==> src/design/wftm_pkg.sv <==
`timescale 1ns / 1ps
// ----------------------------------------------------------------------------
// wftm_pkg
// Shared types, constants and sequencing helpers of the wheel force trend
// monitor.
// ----------------------------------------------------------------------------
package wftm_pkg;

    localparam logic [15:0] MAX_SAMPLES = 16'd65535;
    localparam logic [15:0] LIMIT_RST   = 16'hFFFF;
    localparam logic [29:0] RUL_CAP     = 30'd1000000000;
    localparam logic [6:0]  ITERS_FULL  = 7'd64;
    localparam logic [6:0]  ITERS_SLOPE = 7'd32;

    typedef struct packed {
        logic [15:0] wafer_index;
        logic [15:0] removed_amount;
        logic [15:0] force_sample;
    } t_in;

    typedef struct packed {
        logic [15:0]        sample_count;
        logic [15:0]        latest_force;
        logic [31:0]        total_removed;
        logic signed [31:0] force_slope;
        logic [39:0]        wear_ratio;
        logic               dress_due;
        logic [29:0]        wafers_to_dress;
        logic               sample_dropped;
    } t_out;

    typedef enum logic [4:0] {
        OP_M1        = 5'd0,
        OP_M2        = 5'd1,
        OP_M3        = 5'd2,
        OP_M4        = 5'd3,
        OP_M5        = 5'd4,
        OP_M6        = 5'd5,
        OP_DEN       = 5'd6,
        OP_DIV_SLOPE = 5'd7,
        OP_SLOPE_END = 5'd8,
        OP_M7        = 5'd9,
        OP_T         = 5'd10,
        OP_DIV_ICPT  = 5'd11,
        OP_RISE      = 5'd12,
        OP_DIV_RATIO = 5'd13,
        OP_RATIO_END = 5'd14,
        OP_DIV_RUL   = 5'd15,
        OP_RUL_END   = 5'd16
    } t_op;

    typedef struct packed {
        logic take;
        logic exec;
        logic load_out;
        t_op  op;
    } t_cmd;

    typedef struct packed {
        logic div_busy;
    } t_sts;

    function automatic t_op op_next(t_op op);
        t_op r;
        unique case (op)
            OP_M1:        r = OP_M2;
            OP_M2:        r = OP_M3;
            OP_M3:        r = OP_M4;
            OP_M4:        r = OP_M5;
            OP_M5:        r = OP_M6;
            OP_M6:        r = OP_DEN;
            OP_DEN:       r = OP_DIV_SLOPE;
            OP_DIV_SLOPE: r = OP_SLOPE_END;
            OP_SLOPE_END: r = OP_M7;
            OP_M7:        r = OP_T;
            OP_T:         r = OP_DIV_ICPT;
            OP_DIV_ICPT:  r = OP_RISE;
            OP_RISE:      r = OP_DIV_RATIO;
            OP_DIV_RATIO: r = OP_RATIO_END;
            OP_RATIO_END: r = OP_DIV_RUL;
            OP_DIV_RUL:   r = OP_RUL_END;
            default:      r = OP_M1;
        endcase
        return r;
    endfunction

    function automatic logic op_is_div(t_op op);
        return (op == OP_DIV_SLOPE) || (op == OP_DIV_ICPT) ||
               (op == OP_DIV_RATIO) || (op == OP_DIV_RUL);
    endfunction

endpackage

==> src/design/wftm_ctrl.sv <==
`timescale 1ns / 1ps
// ----------------------------------------------------------------------------
// wftm_ctrl
// Sequencer: steps the datapath through the fit, waits on divisions and
// hands the finished beat to the output register.
// ----------------------------------------------------------------------------
module wftm_ctrl (
    input  logic           i_clk,
    input  logic           i_rst_n,
    input  logic           i_in_valid,
    output logic           o_in_stall,
    output logic           o_out_valid,
    input  logic           i_out_stall,
    input  wftm_pkg::t_sts i_sts,
    output wftm_pkg::t_cmd o_cmd
);

    typedef enum logic [3:0] {
        S_IDLE = 4'b0001,
        S_EXEC = 4'b0010,
        S_WAIT = 4'b0100,
        S_DONE = 4'b1000
    } t_state;

    t_state        r_state;
    t_state        n_state;
    wftm_pkg::t_op r_op;
    wftm_pkg::t_op n_op;
    logic          r_out_valid;
    logic          w_free;

    assign w_free = !r_out_valid || !i_out_stall;

    always_comb begin
        n_state        = r_state;
        n_op           = r_op;
        o_cmd.take     = 1'b0;
        o_cmd.exec     = 1'b0;
        o_cmd.load_out = 1'b0;
        o_cmd.op       = r_op;
        unique case (r_state)
            S_IDLE: begin
                if (i_in_valid) begin
                    o_cmd.take = 1'b1;
                    n_op       = wftm_pkg::OP_M1;
                    n_state    = S_EXEC;
                end
            end
            S_EXEC: begin
                o_cmd.exec = 1'b1;
                if (wftm_pkg::op_is_div(r_op)) begin
                    n_state = S_WAIT;
                end else if (r_op == wftm_pkg::OP_RUL_END) begin
                    n_state = S_DONE;
                end else begin
                    n_op = wftm_pkg::op_next(r_op);
                end
            end
            S_WAIT: begin
                if (!i_sts.div_busy) begin
                    n_op    = wftm_pkg::op_next(r_op);
                    n_state = S_EXEC;
                end
            end
            S_DONE: begin
                if (w_free) begin
                    o_cmd.load_out = 1'b1;
                    n_state        = S_IDLE;
                end
            end
            default: n_state = S_IDLE;
        endcase
    end

    always_ff @(posedge i_clk) begin
        if (!i_rst_n) begin
            r_state     <= S_IDLE;
            r_op        <= wftm_pkg::OP_M1;
            r_out_valid <= 1'b0;
        end else begin
            r_state <= n_state;
            r_op    <= n_op;
            if (o_cmd.load_out) begin
                r_out_valid <= 1'b1;
            end else if (!i_out_stall) begin
                r_out_valid <= 1'b0;
            end
        end
    end

    assign o_in_stall  = (r_state != S_IDLE);
    assign o_out_valid = r_out_valid;

endmodule

==> config.mk <==
export PLATFORM = sky130hd
export DESIGN_NAME = wftm_ctrl
export DESIGN_NICKNAME = d
export VERILOG_FILES = /design/src/design/wftm_pkg.sv /design/src/design/wftm_ctrl.sv
export SDC_FILE = /design/constraint.sdc
export NUM_CORES = 1
export LEC_CHECK = 0
export ABC_AREA = 1
export BUFFER_PORTS_ARGS = -buffer_cell sky130_fd_sc_hd__buf_2
export CAP_MARGIN = 20
export CORE_MARGIN = 4
export CORE_UTILIZATION = 52
export CTS_CLUSTER_DIAMETER = 40
export CTS_CLUSTER_SIZE = 16
export DETAILED_ROUTE_END_ITERATION = 16
export GPL_TIMING_DRIVEN = 1
export PLACE_DENSITY = 0.87
export SLEW_MARGIN = 20
export SYNTH_ARGS = -nofsm -noshare
export SYNTH_HDL_FRONTEND = slang
export SYNTH_SLANG_ARGS = --single-unit
==> constraint.sdc <==
create_clock -name i_clk -period 2.1 [get_ports i_clk]
set_input_delay 0.42 -clock i_clk [delete_from_list [all_inputs] [get_ports i_clk]]
set_output_delay 0.42 -clock i_clk [all_outputs]
set_load 0.05 [all_outputs]
==> flow_metrics.py <==
metrics = {
    "final_layout": {
        "multiInputGateArea_sq_um": 429,
        "seqCellArea_sq_um": 302,
        "fin_nets": 135,
        "layout-drive-gt1-share": 0.307,
        "num_antenna_cells": 0,
        "utilization": 0.663,
        "area_growth_pct": 14.4,
        "fillers": 118,
    },
    "critical_path": {
        "cp.arrival_ps": 2070,
        "crit_type": "register to register",
        "worstPathMaxFanout": 11,
        "cp-start-kind": "register",
        "worstSetupStartpoint": "r_op[3]$_SDFFE_PN0N_",
        "worstReg2RegStart": "r_op[3]$_SDFFE_PN0N_",
        "crit_path_end_kind": "register",
        "worstPathRequired_ps": 2290,
    },
    "timing": {
        "max_slew.worst_pin.slew_ps": 249,
        "min_period_over_period": 0.897,
        "holdWs_ps": 399,
        "setup_tns_ps": 0,
        "fmax_ghz": 0.531,
        "drv_slew": 0,
        "period_needed_ps": 1880,
        "final_hold_viol_count": 0,
        "setup_viol_count_final": 0,
        "finClkSkew_ps": 0.585,
        "max-slew-margin-rel": 0.834,
    },
    "synthesis": {
        "synth-seq-area-share": 0.374,
        "ys_ff_latch": 15,
        "synth.cell_area_sq_um": 802,
        "avgSynthCellArea_sq_um": 7.29,
        "synth_cells": 110,
        "synth.distinct_cells": 20,
        "syn_nets": 117,
        "yosys_warnings": 0,
    },
    "clock_tree": {
        "cts_made_buffers": 3,
        "cts.clk_slew.worst_paths_ps": 80,
        "cts_tree": "yes",
        "cts_root_buffer": "clkbuf_4",
        "cts.sinks": 15,
        "htree_levels": 1,
        "clk-insertion-delay-late_ps": 280,
        "cts_hold_buf": 0,
        "clock_path_buffers": 2,
    },
    "floorplan": {
        "io_pins": 15,
        "die_width_um": 47.3,
        "core_sq_um": 1380,
        "dieHeight_um": 47.3,
        "start_util": 0.580,
        "rows": 13,
        "dieArea_sq_um": 2230,
    },
    "detailed_routing": {
        "drt-initial-drc-count": 17,
        "ant_nets": 0,
        "routed_wl_mm": 1.63,
        "num_vias": 715,
        "drc": 0,
        "routedWlPerCell_um": 11.4,
        "drt-vias-per-instance": 5.04,
        "drtPass1Iterations": 4,
    },
    "grt": {
        "track_usage": 0.166,
        "gr-total-overflow": 0,
        "grt_antenna_before_repair": 0,
        "grt_pass1_wl_mm": 2.53,
        "grt_pass1_vias": 632,
        "grt_max_degree": 12,
    },
    "place": {
        "dp_hpwl_mm": 1.24,
        "port_buffers": 14,
        "routabilityCongestion": 0.892,
    },
    "outcome": {
        "outcome": "finished clean",
    },
    "power_and_ir_drop": {
        "leakagePower_nw": 0.454,
        "irDropWorstVdd_uv": 643,
        "p_per_area_nw_per_um2": 1200,
        "p_total_mw": 1.10,
    },
    "hold_path": {
        "hold_start": "i_sts",
        "min_path_type": "primary input to register",
    },
    "run": {
        "drv_cap": 0,
    },
}
-- critical path, stage by stage, from the launching register on --
cell,delay [ps]
dfxtp_1,400
inv_1,90
nand2_1,70
nand3_1,130
nor2_2,150
nor2_2,80
nand2_4,160
nor2_4,50
a21oi_2,140
nor2_2,70
ha_1,220
inv_1,90
nand2_1,60
nand2_1,50
inv_1,40
-- metal layers --
| metal | vias up | track usage | wire [um] |
|---|---|---|---|
| met5 | - | 0 | 0 |
| li1 | 379 | - | - |
| met3 | 5 | 0.0575 | 71 |
| met2 | 19 | 0.283 | 835 |
| met4 | 0 | 0.0718 | 27 |
| met1 | 312 | 0.184 | 691 |
-- synth_stat cells (all sizes together) --
master | count | area share
nand2 | 20 | 0.12
nor2 | 24 | 0.15
nand3 | 13 | 0.097
inv | 19 | 0.089
nand4 | 3 | 0.023
o21ai | 3 | 0.019
nor3 | 2 | 0.019
dfxtp | 15 | 0.37
a31oi | 1 | 0.0078
ha | 2 | 0.031
buf | 1 | 0.014
a21oi | 7 | 0.048
-- placed cells by master (no fill, tap or decap) --
cell type,synthesis,routed
nand2_1,14,14
ha_1,2,2
nand3_1,12,12
nor2_1,15,13
clkbuf_4,0,3
a31oi_1,1,1
nand2_4,2,3
nor3_1,1,1
dfxtp_1,15,14
o21ai_0,3,2
a21oi_1,6,6
a21oi_2,1,1
clkbuf_1,0,1
nand4_1,3,3
nand3_4,1,1
nor2_2,7,9
buf_2,0,14
inv_2,1,1
inv_1,18,18
dfxtp_2,0,1
o21ai_1,0,1
nor2_4,2,2
nand2_2,4,3
nor3_2,1,1
-- power breakdown --
group	total [mW]	switching (mW)	internal, mW
clock network	0.161	0.0877	0.0738
logic	0.553	0.414	0.139
registers	0.386	0.0406	0.346
-- logic make-up after synthesis --
group           count (synthesis)  share of synthesized area
simple gates                   62                      0.417
buf+inv                        20                      0.103
flops                          15                      0.374
compound gates                 11                     0.0749
fa+ha+maj                       2                     0.0312
-- metrics by stage --
step / cells / setup slack, ps / area, sq um
2_1_floorplan: 110 / 3.53 / 803
3_5_place_dp: 138 / 70.7 / 881
6_report: 142 / 217 / 917
4_1_cts: 142 / 57.8 / 907
5_1_grt: 142 / -3.96 / 917
3_3_place_gp: 138 / 155 / 881
-- path summary, 6_finish.rpt --
kind	endpoint	slack (ps)	cells past startpoint
setup / recovery	register	220	14
hold / removal	r_state[2]$_SDFFE_PN0P_	400	3
hold reg to reg	o_out_valid$_SDFFE_PN0P_	500	2
setup reg to reg	register	220	14
-- final cells by class --
| type | count | share of cell area |
|---|---|---|
| inverter | 19 | 0.0778 |
| tap | 15 | 0.0205 |
| sequential | 15 | 0.329 |
| timing repair buffer | 14 | 0.0764 |
| multi-input combinational | 75 | 0.468 |
| clock buffer | 4 | 0.0286 |
-- timing repair --
item                                    CTS  global route
hold endpoints to repair                  0             0
endpoints found under the setup margin    0             3
gates resized for setup                   0             4
setup buffers                             0             0
No activity file was read; power rests on OpenSTA's default activity.
